$ cat src/sv/dsc_pkg.sv
// shared constants, types and codes for the diffusion stencil coefficient block
package dsc_pkg;

   localparam int DATA_W     = 32;
   localparam int CELL_W     = 17;
   localparam int CELL_IDX_W = 16;
   localparam int GROUP_W    = 4;
   localparam int ALB_W      = 17;
   localparam int ROW_W      = 20;
   localparam int COEF_W     = 48;
   localparam int MAX_CELLS  = 65536;
   localparam int MAX_GROUPS = 16;

   localparam logic [ALB_W-1:0] UNIT_Q16 = ALB_W'(65536);

   // quotient bits kept before saturation, and operand widths of the divide
   localparam int Q_BITS    = COEF_W - 1;
   localparam int NUM_SHIFT = 41;
   localparam int PROD_W    = 2 * DATA_W;
   localparam int SUM_W     = PROD_W + 1;
   localparam int NUM_W     = PROD_W + NUM_SHIFT;
   localparam int DEN_W     = SUM_W + DATA_W;
   localparam int CMP_W     = DEN_W + Q_BITS;

   localparam logic [COEF_W-1:0] MAG_MAX = {1'b0, {(COEF_W-1){1'b1}}};

   localparam int QUEUE_DEPTH = 4;
   localparam int QPTR_W      = 2;

   localparam int OPND_LAT = 4;
   localparam int DIV_LAT  = Q_BITS + 1;
   localparam int PIPE_LAT = OPND_LAT + DIV_LAT;

   typedef enum logic [1:0] {
      STATUS_OK        = 2'd0,
      STATUS_BOUNDARY  = 2'd1,
      STATUS_SATURATED = 2'd2
   } status_type;

   typedef struct packed {
      logic [DATA_W-1:0] own_diffusion;
      logic [DATA_W-1:0] own_width;
      logic [DATA_W-1:0] lower_diffusion;
      logic [DATA_W-1:0] lower_width;
      logic [DATA_W-1:0] upper_diffusion;
      logic [DATA_W-1:0] upper_width;
      logic              has_lower;
      logic              has_upper;
      logic [ALB_W-1:0]  albedo;
      logic [DATA_W-1:0] removal_term;
      logic [ROW_W-1:0]  row_index;
   } req_word_type;

   typedef struct packed {
      logic [ROW_W-1:0]  row_index;
      logic              has_lower;
      logic              has_upper;
      logic [DATA_W-1:0] removal_term;
   } side_type;

   typedef struct packed {
      logic full;
      logic empty;
   } queue_stat_type;

endpackage

$ cat src/sv/dsc_queue.sv
// short word queue between the front end and the arithmetic pipeline
module dsc_queue (
   input  logic                     clock,
   input  logic                     reset,
   input  logic                     push,
   input  dsc_pkg::req_word_type    word_in,
   input  logic                     pop,
   output dsc_pkg::req_word_type    word_out,
   output dsc_pkg::queue_stat_type  stat
);

   dsc_pkg::req_word_type          entries_ff [dsc_pkg::QUEUE_DEPTH];
   logic [dsc_pkg::QPTR_W-1:0]     wptr_ff, wptr_in;
   logic [dsc_pkg::QPTR_W-1:0]     rptr_ff, rptr_in;
   logic [dsc_pkg::QPTR_W:0]       count_ff, count_in;

   always_comb begin
      wptr_in  = push ? wptr_ff + 1'b1 : wptr_ff;
      rptr_in  = pop ? rptr_ff + 1'b1 : rptr_ff;
      count_in = count_ff;
      if (push && !pop) begin
         count_in = count_ff + 1'b1;
      end else if (pop && !push) begin
         count_in = count_ff - 1'b1;
      end
   end

   always_ff @(posedge clock) begin
      if (reset) begin
         wptr_ff  <= '0;
         rptr_ff  <= '0;
         count_ff <= '0;
      end else begin
         wptr_ff  <= wptr_in;
         rptr_ff  <= rptr_in;
         count_ff <= count_in;
      end
   end

   always_ff @(posedge clock) begin
      if (push) begin
         entries_ff[wptr_ff] <= word_in;
      end
   end

   assign word_out   = entries_ff[rptr_ff];
   assign stat.full  = (count_ff == (dsc_pkg::QPTR_W+1)'(dsc_pkg::QUEUE_DEPTH));
   assign stat.empty = (count_ff == '0);

   a_no_push_full: assert property (@(posedge clock) disable iff (reset)
      push |-> !stat.full) else $error("queue written while full");
   a_no_pop_empty: assert property (@(posedge clock) disable iff (reset)
      pop |-> !stat.empty) else $error("queue read while empty");

endmodule

$ cat config.mk
export PLATFORM = sky130hd
export DESIGN_NAME = dsc_queue
export DESIGN_NICKNAME = d
export VERILOG_FILES = /design/src/sv/dsc_pkg.sv /design/src/sv/dsc_queue.sv
export SDC_FILE = /design/constraint.sdc
export NUM_CORES = 1
export LEC_CHECK = 0
export BUFFER_PORTS_ARGS = -buffer_cell sky130_fd_sc_hd__buf_2
export CELL_PAD_IN_SITES_DETAIL_PLACEMENT = 0
export CELL_PAD_IN_SITES_GLOBAL_PLACEMENT = 1
export CORE_ASPECT_RATIO = 0.5
export CORE_MARGIN = 5
export CORE_UTILIZATION = 50
export CTS_CLUSTER_SIZE = 30
export DETAILED_ROUTE_END_ITERATION = 12
export HOLD_SLACK_MARGIN = 0.15
export PLACE_DENSITY = 0.79
export SLEW_MARGIN = 40
export SYNTH_ARGS = -nofsm -noshare
export SYNTH_HDL_FRONTEND = slang
export SYNTH_SLANG_ARGS = --single-unit
$ cat constraint.sdc
create_clock -name clock -period 12.7 [get_ports clock]
set_input_delay 3.175 -clock clock [delete_from_list [all_inputs] [get_ports clock]]
set_output_delay 3.175 -clock clock [all_outputs]
set_load 0.02 [all_outputs]
==> summary.txt <==
Worst setup path
  • Slowest cell on the critical path: buf_4
  • Arrival @ worst endpoint: 3270 ps
  • Worst endpoint required time: 9520 ps
  • Reg2Reg Depth: 5
  • CP bufs+invs: 3
  • CP Capture Type: primary output
  • Crit path max fanout: 48
  • Setup crit start kind: flip-flop
  • CP max stage delay: 680 ps
  • Reg2Reg Setup Slack: 9740 ps
  • Worst setup path category: flip-flop to primary output
  • CP top delay family: buffers and inverters
  • Critical Path End: word_out[48]
  • Worst r2r dst: entries_ff[0][246]$_DFFE_PP_
  • CP cell instances: buf_6 > buf_4 > mux4_2 > buf_2
  • Reg2reg start: wptr_ff[0]$_SDFFE_PP0P_
  • WP depth: 4

Logic synthesis
  • Netlist cell types: 21
  • Syn_area_per_cell: 27.00 µm²
  • Sequential area share after synthesis: 0.8304
  • Post-Syn Nets: 1690
  • Post-Syn Area: 38260 µm²
  • Ys Warns: 0
  • Yosys reg bits: 1061
  • Mapped Cells: 1417

Power
  • Combinational share of power: 0.113
  • Cell leakage power: 14.96 nW
  • Seq pwr share: 0.539
  • Design Power: 0.007543 W
  • Peak VDD IR: 0.1151 mV
  • Int Power: 0.005765 W
  • Clock share of power: 0.349
  • Net Sw Frac: 0.2357
  • Pwr per Cell Area: 166.9 nW/µm²
  • Switching power: 0.001778 W

Routing
  • Drt pass-1 iters: 5
  • Routed len/inst: 26.42 µm
  • DR vias/cell: 5.503
  • Remaining routing DRC violations: 0
  • Post-route ant nets: 0
  • Post-Route WL: 82600 µm
  • Via count: 17210
  • Initial DRC count: 1312

Timing
  • PnR worst setup slack: 6252 ps
  • Final Max Slew Viols: 0
  • Final setup violation count: 0
  • Clk_skew: 19.81 ps
  • Total negative slack: 0 ps
  • Worst-Margin Slew: 808.6 ps
  • Final period util: 0.5077
  • Fin. Hold Viols: 0
  • Tmin final: 6448 ps
  • Hold WS: 512.4 ps
  • RSZ-0062 raised after global routing: no
  • Highest Clock Rate: 155.1 MHz
  • Relative slew slack: 0.4609

GRT
  • Gr ovfl total: 0
  • Largest net degree at the start of global routing: 87
  • Wire length of the first global-routing pass: 119700 µm
  • Vias in the first global route: 18020
  • Initial antenna violation count: 35
  • Global Route Usage Sum: 0.1980

Place
  • Place WS: 6787 ps
  • PortBufs: 531
  • Detailed Place HPWL: 51700 µm
  • Placed cell areas: 42330 µm²
  • Global placement routability congestion: 0.7833

Die
  • Core area: 75510 µm²
  • Die width: 401.2 µm
  • Initial Util: 0.5067
  • Die H: 205.6 µm
  • IO Pins: 532
  • # rows: 71
  • Die area: 82490 µm²

Clocking
  • Hold buffers post-CTS: 0
  • Root buf cell: clkbuf_16
  • CTS resizes: 0
  • Sink Count: 1061
  • TritonCTS clock tree: done
  • H-Tree Depth: 3
  • Clk buf depth: 3
  • Clock Latency Late Sink: 660 ps
  • TritonCTS Buffers: 89
  • Setup Buffers After CTS: 0
  • Clk pin slew, worst setup/hold paths: 70 ps

Cells and area
  • Most frequent cells in the layout: edfxtp_1 (1052), buf_2 (531), mux4_2 (263)
  • Final nets: 2281
  • Share of layout cells above drive strength 1: 0.4595
  • Synth-to-layout area growth: 18.11%
  • Number of fill cells: 5266
  • Final instance area: 45190 µm²
  • Commonest non-fill, non-tap cell in the layout: edfxtp_1

Status
  • Status: complete, no violations

Hold path
  • Hold WC Path Type: flip-flop to flip-flop

Run
  • MaxCap Viol Count: 0
## area by class of cell
cell class                      count  area [µm²]  area share
Antenna cell                       31       77.57    0.001717
Clock buffer                      108        2370     0.05244
Clock inverter                     49       395.4    0.008750
Inverter                            4       15.01   0.0003323
Multi-Input combinational cell    293        6163      0.1364
Sequential cell                  1061       31780      0.7032
Tap cell                         1022        1279     0.02830
Timing Repair Buffer              559        3110     0.06883
## state kept, by name, indices dropped and copies added (netlist names), named ones only
signal,cells
wptr_ff,2
count_ff,3
entries_ff,1052
rptr_ff,2
## synthesized netlist by cell type, drive strengths merged
master	instances	area share
xnor2	2	0.00046
nor3b	1	0.00020
or3	1	0.00016
ha	5	0.0016
nand2	1	0.000098
and2	4	0.00065
o21ai	1	0.00013
buf	53	0.0078
xor2	3	0.00069
edfxtp	1052	0.83
inv	4	0.00039
clkbuf	6	0.00059
a21oi	1	0.00013
nor3	1	0.00013
mux4	263	0.15
mux2i	2	0.00052
fa	1	0.00052
dfxtp	9	0.0047
nor2	7	0.00069
## cell families after synthesis
group / after synthesis / synth area share
mux: 265 / 0.1553
fa+ha+maj: 6 / 0.002158
flops: 1061 / 0.8304
simple gates: 15 / 0.001929
compound gates: 2 / 0.0002614
buf+inv: 63 / 0.008764
xor+xnor: 5 / 0.001145
## worst min-delay path by stage
| stage | startpoint | to | slack [ps] | depth (start not counted) |
|---|---|---|---|---|
| 6_report | count_ff[2]$_SDFFE_PP0P_ | count_ff[2]$_SDFFE_PP0P_ | 510 | 2 |
| 5_1_grt | count_ff[2]$_SDFFE_PP0P_ | count_ff[2]$_SDFFE_PP0P_ | 540 | 2 |
| 4_1_cts | count_ff[2]$_SDFFE_PP0P_ | count_ff[2]$_SDFFE_PP0P_ | 510 | 2 |
| 3_5_place_dp | count_ff[2]$_SDFFE_PP0P_ | count_ff[2]$_SDFFE_PP0P_ | 500 | 2 |
| 3_3_place_gp | count_ff[2]$_SDFFE_PP0P_ | count_ff[2]$_SDFFE_PP0P_ | 480 | 2 |
| 2_1_floorplan | count_ff[2]$_SDFFE_PP0P_ | count_ff[2]$_SDFFE_PP0P_ | 470 | 2 |
## power by group through the flow
stage                     clock, W  combinational (W)  sequential, W
after global placement           0           0.000844        0.00414
after floorplan                  0           0.000529        0.00417
final                      0.00263           0.000849        0.00406
after global routing       0.00286           0.000895        0.00407
after detailed placement         0           0.000859        0.00414
after CTS                  0.00269           0.000862        0.00407
## stage by stage
stage,utilization,cells
after floorplan,-,1417
after global placement,0.5572,2929
after detailed placement,0.5605,2938
after CTS,0.5972,3095
after global routing,0.5984,3125
final,0.5984,3127
## per-layer routing
layer  global-route usage  vias to the layer above  part of all wire
li1                     -                     7382                 -
met1               0.2326                     9220              0.35
met2               0.3540                      443              0.56
met3              0.03339                      162             0.039
met4               0.1067                        2             0.046
met5                    0                        -           0.00016
## worst min-delay path: stages (launching register included)
cell and delay, ps:
dfxtp_1 330, o21ai_0 70, a21oi_1 60
Note: power is estimated with default switching activity, not from simulation.
