===== config.mk =====
export PLATFORM = sky130hd
export DESIGN_NAME = dsc_front_flat
export DESIGN_NICKNAME = d
export VERILOG_FILES = /design/src/sv/dsc_pkg.sv /design/src/sv/dsc_if.sv /design/src/sv/dsc_front.sv /design/src/flat_wrapper.sv
export SDC_FILE = /design/constraint.sdc
export NUM_CORES = 1
export LEC_CHECK = 0
export BUFFER_PORTS_ARGS = -buffer_cell sky130_fd_sc_hd__clkbuf_2
export CAP_MARGIN = 20
export CORE_AREA = 2 2 217 219
export DETAILED_ROUTE_END_ITERATION = 8
export DIE_AREA = 0 0 219 221
export SLEW_MARGIN = 20
export SYNTH_ARGS = -nofsm -noshare
export SYNTH_HDL_FRONTEND = slang
export SYNTH_SLANG_ARGS = --single-unit

===== constraint.sdc =====
create_clock -name clock -period 7.4 [get_ports clock]
set_clock_uncertainty 0.05 [all_clocks]
set_input_delay 1.48 -clock clock [delete_from_list [all_inputs] [get_ports clock]]
set_output_delay 1.48 -clock clock [all_outputs]
set_load 0.05 [all_outputs]

===== src/sv/dsc_pkg.sv =====
// shared constants, types and codes for the diffusion stencil coefficient block
package dsc_pkg;

   localparam int DATA_W     = 32;
   localparam int CELL_W     = 17;
   localparam int CELL_IDX_W = 16;
   localparam int GROUP_W    = 4;
   localparam int ALB_W      = 17;
   localparam int ROW_W      = 20;
   localparam int COEF_W     = 48;
   localparam int MAX_CELLS  = 65536;
   localparam int MAX_GROUPS = 16;

   localparam logic [ALB_W-1:0] UNIT_Q16 = ALB_W'(65536);

   // quotient bits kept before saturation, and operand widths of the divide
   localparam int Q_BITS    = COEF_W - 1;
   localparam int NUM_SHIFT = 41;
   localparam int PROD_W    = 2 * DATA_W;
   localparam int SUM_W     = PROD_W + 1;
   localparam int NUM_W     = PROD_W + NUM_SHIFT;
   localparam int DEN_W     = SUM_W + DATA_W;
   localparam int CMP_W     = DEN_W + Q_BITS;

   localparam logic [COEF_W-1:0] MAG_MAX = {1'b0, {(COEF_W-1){1'b1}}};

   localparam int QUEUE_DEPTH = 4;
   localparam int QPTR_W      = 2;

   localparam int OPND_LAT = 4;
   localparam int DIV_LAT  = Q_BITS + 1;
   localparam int PIPE_LAT = OPND_LAT + DIV_LAT;

   typedef enum logic [1:0] {
      STATUS_OK        = 2'd0,
      STATUS_BOUNDARY  = 2'd1,
      STATUS_SATURATED = 2'd2
   } status_type;

   typedef struct packed {
      logic [DATA_W-1:0] own_diffusion;
      logic [DATA_W-1:0] own_width;
      logic [DATA_W-1:0] lower_diffusion;
      logic [DATA_W-1:0] lower_width;
      logic [DATA_W-1:0] upper_diffusion;
      logic [DATA_W-1:0] upper_width;
      logic              has_lower;
      logic              has_upper;
      logic [ALB_W-1:0]  albedo;
      logic [DATA_W-1:0] removal_term;
      logic [ROW_W-1:0]  row_index;
   } req_word_type;

   typedef struct packed {
      logic [ROW_W-1:0]  row_index;
      logic              has_lower;
      logic              has_upper;
      logic [DATA_W-1:0] removal_term;
   } side_type;

   typedef struct packed {
      logic full;
      logic empty;
   } queue_stat_type;

endpackage


===== src/sv/dsc_if.sv =====
// request and response channel interfaces
interface dsc_req_if;
   logic                                valid;
   logic                                ready;
   logic [dsc_pkg::DATA_W-1:0]          own_diffusion;
   logic [dsc_pkg::DATA_W-1:0]          own_width;
   logic [dsc_pkg::DATA_W-1:0]          lower_diffusion;
   logic [dsc_pkg::DATA_W-1:0]          lower_width;
   logic [dsc_pkg::DATA_W-1:0]          upper_diffusion;
   logic [dsc_pkg::DATA_W-1:0]          upper_width;
   logic                                has_lower;
   logic                                has_upper;
   logic [dsc_pkg::ALB_W-1:0]           boundary_albedo;
   logic [dsc_pkg::DATA_W-1:0]          removal_term;
   logic [dsc_pkg::CELL_IDX_W-1:0]      cell_req;
   logic [dsc_pkg::GROUP_W-1:0]         group;

   modport source (
      output valid, own_diffusion, own_width, lower_diffusion, lower_width,
             upper_diffusion, upper_width, has_lower, has_upper, boundary_albedo,
             removal_term, cell_req, group,
      input  ready
   );
   modport sink (
      input  valid, own_diffusion, own_width, lower_diffusion, lower_width,
             upper_diffusion, upper_width, has_lower, has_upper, boundary_albedo,
             removal_term, cell_req, group,
      output ready
   );
endinterface



===== src/sv/dsc_front.sv =====
// front end: accepts request words, holds cell_count, forms the row index
module dsc_front (
   input  logic                         clock,
   input  logic                         reset,
   dsc_req_if.sink                      req_chan,
   input  logic                         csr_wr_en,
   input  logic [dsc_pkg::CELL_W-1:0]   csr_wr_data,
   input  dsc_pkg::queue_stat_type      queue_stat,
   output logic                         queue_push,
   output dsc_pkg::req_word_type        queue_word
);

   localparam int PROD_W = dsc_pkg::GROUP_W + dsc_pkg::CELL_W;

   logic [dsc_pkg::CELL_W-1:0]  cell_count_ff, cell_count_in;
   logic [dsc_pkg::GROUP_W-1:0] group_eff;
   logic [PROD_W-1:0]           row_sum;

   always_comb begin
      cell_count_in = cell_count_ff;
      if (csr_wr_en) begin
         if (csr_wr_data == '0) begin
            cell_count_in = dsc_pkg::CELL_W'(1);
         end else if (32'(csr_wr_data) > dsc_pkg::MAX_CELLS) begin
            cell_count_in = dsc_pkg::CELL_W'(dsc_pkg::MAX_CELLS);
         end else begin
            cell_count_in = csr_wr_data;
         end
      end
   end

   always_ff @(posedge clock) begin
      if (reset) begin
         cell_count_ff <= dsc_pkg::CELL_W'(1);
      end else begin
         cell_count_ff <= cell_count_in;
      end
   end

   always_comb begin
      if (32'(req_chan.group) >= dsc_pkg::MAX_GROUPS) begin
         group_eff = dsc_pkg::GROUP_W'(dsc_pkg::MAX_GROUPS - 1);
      end else begin
         group_eff = req_chan.group;
      end
      row_sum = PROD_W'(group_eff) * PROD_W'(cell_count_ff) + PROD_W'(req_chan.cell_req);

      queue_word.own_diffusion   = req_chan.own_diffusion;
      queue_word.own_width       = req_chan.own_width;
      queue_word.lower_diffusion = req_chan.lower_diffusion;
      queue_word.lower_width     = req_chan.lower_width;
      queue_word.upper_diffusion = req_chan.upper_diffusion;
      queue_word.upper_width     = req_chan.upper_width;
      queue_word.has_lower       = req_chan.has_lower;
      queue_word.has_upper       = req_chan.has_upper;
      // albedo above one counts as one
      queue_word.albedo          = (req_chan.boundary_albedo > dsc_pkg::UNIT_Q16) ?
                                   dsc_pkg::UNIT_Q16 : req_chan.boundary_albedo;
      queue_word.removal_term    = req_chan.removal_term;
      queue_word.row_index       = row_sum[dsc_pkg::ROW_W-1:0];
   end

   assign req_chan.ready = !queue_stat.full;
   assign queue_push     = req_chan.valid && !queue_stat.full;

endmodule


===== src/flat_wrapper.sv =====
// flat-port wrapper written by rule: the top's interface ports become plain ports
module dsc_front_flat 
  (clock, reset, csr_wr_en, csr_wr_data, queue_stat, queue_push, queue_word, req_chan_valid, req_chan_own_diffusion, req_chan_own_width, req_chan_lower_diffusion, req_chan_lower_width, req_chan_upper_diffusion, req_chan_upper_width, req_chan_has_lower, req_chan_has_upper, req_chan_boundary_albedo, req_chan_removal_term, req_chan_cell_req, req_chan_group, req_chan_ready);
  dsc_req_if req_chan_i ();
  input  logic clock;
  input  logic reset;
  input  logic csr_wr_en;
  input  logic [dsc_pkg::CELL_W-1:0] csr_wr_data;
  input  dsc_pkg::queue_stat_type queue_stat;
  output logic queue_push;
  output dsc_pkg::req_word_type queue_word;
  input wire logic [$bits(req_chan_i.valid)-1:0] req_chan_valid;
  input wire logic [$bits(req_chan_i.own_diffusion)-1:0] req_chan_own_diffusion;
  input wire logic [$bits(req_chan_i.own_width)-1:0] req_chan_own_width;
  input wire logic [$bits(req_chan_i.lower_diffusion)-1:0] req_chan_lower_diffusion;
  input wire logic [$bits(req_chan_i.lower_width)-1:0] req_chan_lower_width;
  input wire logic [$bits(req_chan_i.upper_diffusion)-1:0] req_chan_upper_diffusion;
  input wire logic [$bits(req_chan_i.upper_width)-1:0] req_chan_upper_width;
  input wire logic [$bits(req_chan_i.has_lower)-1:0] req_chan_has_lower;
  input wire logic [$bits(req_chan_i.has_upper)-1:0] req_chan_has_upper;
  input wire logic [$bits(req_chan_i.boundary_albedo)-1:0] req_chan_boundary_albedo;
  input wire logic [$bits(req_chan_i.removal_term)-1:0] req_chan_removal_term;
  input wire logic [$bits(req_chan_i.cell_req)-1:0] req_chan_cell_req;
  input wire logic [$bits(req_chan_i.group)-1:0] req_chan_group;
  output wire logic [$bits(req_chan_i.ready)-1:0] req_chan_ready;
  assign req_chan_i.valid = req_chan_valid;
  assign req_chan_i.own_diffusion = req_chan_own_diffusion;
  assign req_chan_i.own_width = req_chan_own_width;
  assign req_chan_i.lower_diffusion = req_chan_lower_diffusion;
  assign req_chan_i.lower_width = req_chan_lower_width;
  assign req_chan_i.upper_diffusion = req_chan_upper_diffusion;
  assign req_chan_i.upper_width = req_chan_upper_width;
  assign req_chan_i.has_lower = req_chan_has_lower;
  assign req_chan_i.has_upper = req_chan_has_upper;
  assign req_chan_i.boundary_albedo = req_chan_boundary_albedo;
  assign req_chan_i.removal_term = req_chan_removal_term;
  assign req_chan_i.cell_req = req_chan_cell_req;
  assign req_chan_i.group = req_chan_group;
  assign req_chan_ready = req_chan_i.ready;
  dsc_front u_core (.clock(clock), .reset(reset), .req_chan(req_chan_i), .csr_wr_en(csr_wr_en), .csr_wr_data(csr_wr_data), .queue_stat(queue_stat), .queue_push(queue_push), .queue_word(queue_word));
endmodule

==> impl_metrics.py <==
metrics = {
    "synth": {
        "netlist_area_sq_um": 5009,
        "synth_edf_count": 0,
        "synthesis.nets": 985,
        "yosys_register_bits": 17,
        "synth_area_leader_cell": "buf_4",
        "synth.top_cell.area_share_pct": 34.02,
        "yosys-top-cells-area": "buf_4, fa_1, ha_1",
        "async_flop_share_pct": 0,
        "synth_area_per_cell_sq_um": 8.001,
        "seq_area_frac_synth_pct": 6.795,
        "yosysWarnings": 0,
        "syn-instance-count": 626,
        "synth.distinct_cells": 38,
        "synth_flop_cell": "dfxtp_1",
    },
    "place": {
        "gp_congestion": 0.7662,
        "port-buffer-count": 97,
        "hpwl_um": 13440,
        "dp_slack_ns": 0.3161,
    },
    "detailed_routing": {
        "routedWlPerCell_um": 13.48,
        "ant_nets": 0,
        "routed_via_density": 3.020,
        "firstDrtPassIters": 4,
        "drc": 0,
        "finalWirelength_um": 14810,
        "drt_iter0_markers": 102,
        "vias": 3319,
    },
    "global_route": {
        "grt_max_degree": 18,
        "gr-total-overflow": 0,
        "grt.total_usage_pct": 5.886,
        "grt_pass1_wl_um": 21040,
        "first_global_vias": 3469,
        "antenna_found_initial": 2,
    },
    "clock_tree": {
        "path_clk_slew_ns": 0.05,
        "cts_made_buffers": 3,
        "cts_tree": "built",
        "cts_resized": 0,
        "clock_latency_ns": 0.24,
        "clk_path_buf_depth": 2,
        "postCtsHoldBufs": 0,
        "cts.htree.levels": 1,
        "clkSinkCount": 17,
        "root_buffer": "clkbuf_16",
        "post_cts_buffers": 0,
    },
    "final_layout": {
        "fillers": 5399,
        "syn2layout_area_growth_pct": -8.194,
        "top_regs": "u_core.cell_count_ff: 17 flops",
        "fin_nets": 851,
        "regMostFlops": "u_core.cell_count_ff",
        "largest_reg_flops": 17,
        "drive_gt1_share_pct": 22.20,
    },
    "floorplanning": {
        "coreArea_sq_um": 46060,
        "pin_count": 551,
        "rows": 79,
        "die_y_um": 221,
        "dieArea_sq_um": 48400,
        "die_x_um": 219,
        "start_util_pct": 10.87,
    },
    "hold_path": {
        "hp-start": "u_core.cell_count_ff[2]$_SDFFE_PP0P_",
        "hold_path.class": "reg2reg",
    },
    "timing": {
        "setup_ws_ns": 0.3668,
        "rsz0062_at_grt": "no",
        "min_period_ns": 7.033,
        "setup_viol": 0,
        "relSlewSlack_pct": 46.84,
        "setup_tns_ns": 0,
        "hold_viol": 0,
        "timing.fmax_mhz": 142.2,
        "worst_slew_pin_slew_ns": 0.7871,
        "period_share_pct": 95.04,
        "drv_slew": 0,
    },
    "power": {
        "p_leak_nw": 2.137,
        "clkPwrFrac_pct": 17.5,
        "p_seq_share_pct": 16.7,
        "p_sw_share_pct": 54.12,
        "p_int_w": 0.0002776,
        "p_comb_share_pct": 65.8,
        "ir_drop_mv": 0.05566,
        "power_density_nw_per_um2": 131.6,
        "power_switching_w": 0.0003275,
    },
    "worst_setup_path": {
        "end_kind": "output port",
        "crit_arrival_ns": 5.50,
        "startpoint_type": "input port",
        "reg2reg_from": "u_core.cell_count_ff[13]$_SDFFE_PP0P_",
        "criticalPathCategory": "in2out",
        "crit_start": "req_chan_group[3]",
        "cp_max_fo": 17,
        "required_ns": 5.87,
    },
    "flow_run": {
        "max_cap_viol_count": 0,
    },
    "status": {
        "outcome": "finished clean",
    },
}
synthesized netlist by cell type, types with 2 or more instances:
cell type and instances:
a211oi_1 2, a21o_1 4, a21oi_1 19, a22oi_1 14, and2_1 56, buf_2 2, buf_4 227, clkbuf_1 8
dfxtp_1 17, fa_1 44, ha_1 29, inv_1 78, nand2_1 27, nand4_1 3, nor2_1 18, nor2b_1 17
nor4_1 8, o211ai_1 5, o21ai_0 6, o21ai_1 2, o21ai_2 2, o21bai_1 2, o41ai_2 3, xnor2_1 9
xor2_1 11
path summary, 6_finish.rpt:
kind                                           endpoint  slack, ns  depth (start not counted)
setup / recovery                         queue_word[17]       0.37                         14
hold / removal     u_core.cell_count_ff[2]$_SDFFE_PP0P_       0.49                          2
setup reg to reg  u_core.cell_count_ff[13]$_SDFFE_PP0P_       6.63                          2
hold reg to reg    u_core.cell_count_ff[2]$_SDFFE_PP0P_       0.49                          2
placed cells by master (no fill, tap or decap), drive strengths merged, types with 2 or more instances in the layout:
master  synthesis  layout
clkbuf          8     101
inv            78      78
and2           56      56
fa             44      44
ha             29      29
nand2          27      27
a21oi          20      20
nor2           18      18
nor2b          17      17
dfxtp          17      17
a22oi          14      14
xor2           11      11
o21ai          10      10
xnor2           9       9
nor4            8       8
o211ai          5       5
a21o            4       4
nand4           3       3
o41ai           3       3
a211oi          2       2
o21bai          2       2
a41oi           2       2
a21boi          2       2
power by group through the flow:
stage | registers, W | logic (W) | clock network [W]
floorplan | 0.000100 | 0.000617 | 0
global placement | 0.000103 | 0.000405 | 0
detailed placement | 0.000103 | 0.000409 | 0
CTS | 0.000101 | 0.000410 | 0.000107
global route | 0.000102 | 0.000437 | 0.000112
finish | 0.000101 | 0.000398 | 0.000106
cell families after synthesis:
logic type	synth area share, %
xor+xnor	3.497
mux	0.1999
simple gates	14.14
fa+ha+maj	24.83
buf+inv	40.74
flops	6.795
compound gates	9.793
layout make-up:
type | count | area (sq um) | area share [%]
clock buffers | 4 | 78.83 | 1.714
diodes | 1 | 2.502 | 0.05442
multi-input cells | 293 | 2628 | 57.14
repair buffers | 98 | 493.0 | 10.72
inverters | 79 | 296.5 | 6.449
well taps | 607 | 759.5 | 16.52
flip-flops and latches | 17 | 340.3 | 7.401
per-layer routing:
metal	up-vias	share of wire [%]	wire length, um	GRT usage (%)
li1	1459	-	-	-
met1	1506	36	5317	5.897
met2	268	45	6673	9.606
met3	84	13	1956	3.162
met4	2	5.6	829	3.378
met5	-	0.25	37	0.6061
metrics by stage:
stage | power [W] | instances | util [%] | hold slack, ns | instance area, sq um
finish | 0.0006051 | 1099 | 9.983 | 0.4931 | 4598
global route | 0.0006504 | 1098 | 9.977 | 0.5243 | 4596
CTS | 0.0006181 | 1098 | 9.977 | 0.4903 | 4596
detailed placement | 0.0005120 | 1094 | 9.806 | 0.4842 | 4517
global placement | 0.0005078 | 1094 | 9.806 | 0.4762 | 4517
floorplan | 0.0007171 | 626 | - | 0.4165 | 5009
critical path, cell delays in order:
cell	delay [ns]
clkbuf_2	0.21
and2_1	0.24
fa_1	0.50
fa_1	0.54
inv_1	0.05
fa_1	0.49
inv_1	0.04
ha_1	0.34
o211ai_1	0.23
o21ai_2	0.13
a21boi_0	0.44
o211ai_1	0.22
xor2_1	0.26
clkbuf_2	0.32
No activity file was read; power rests on OpenSTA's default activity.
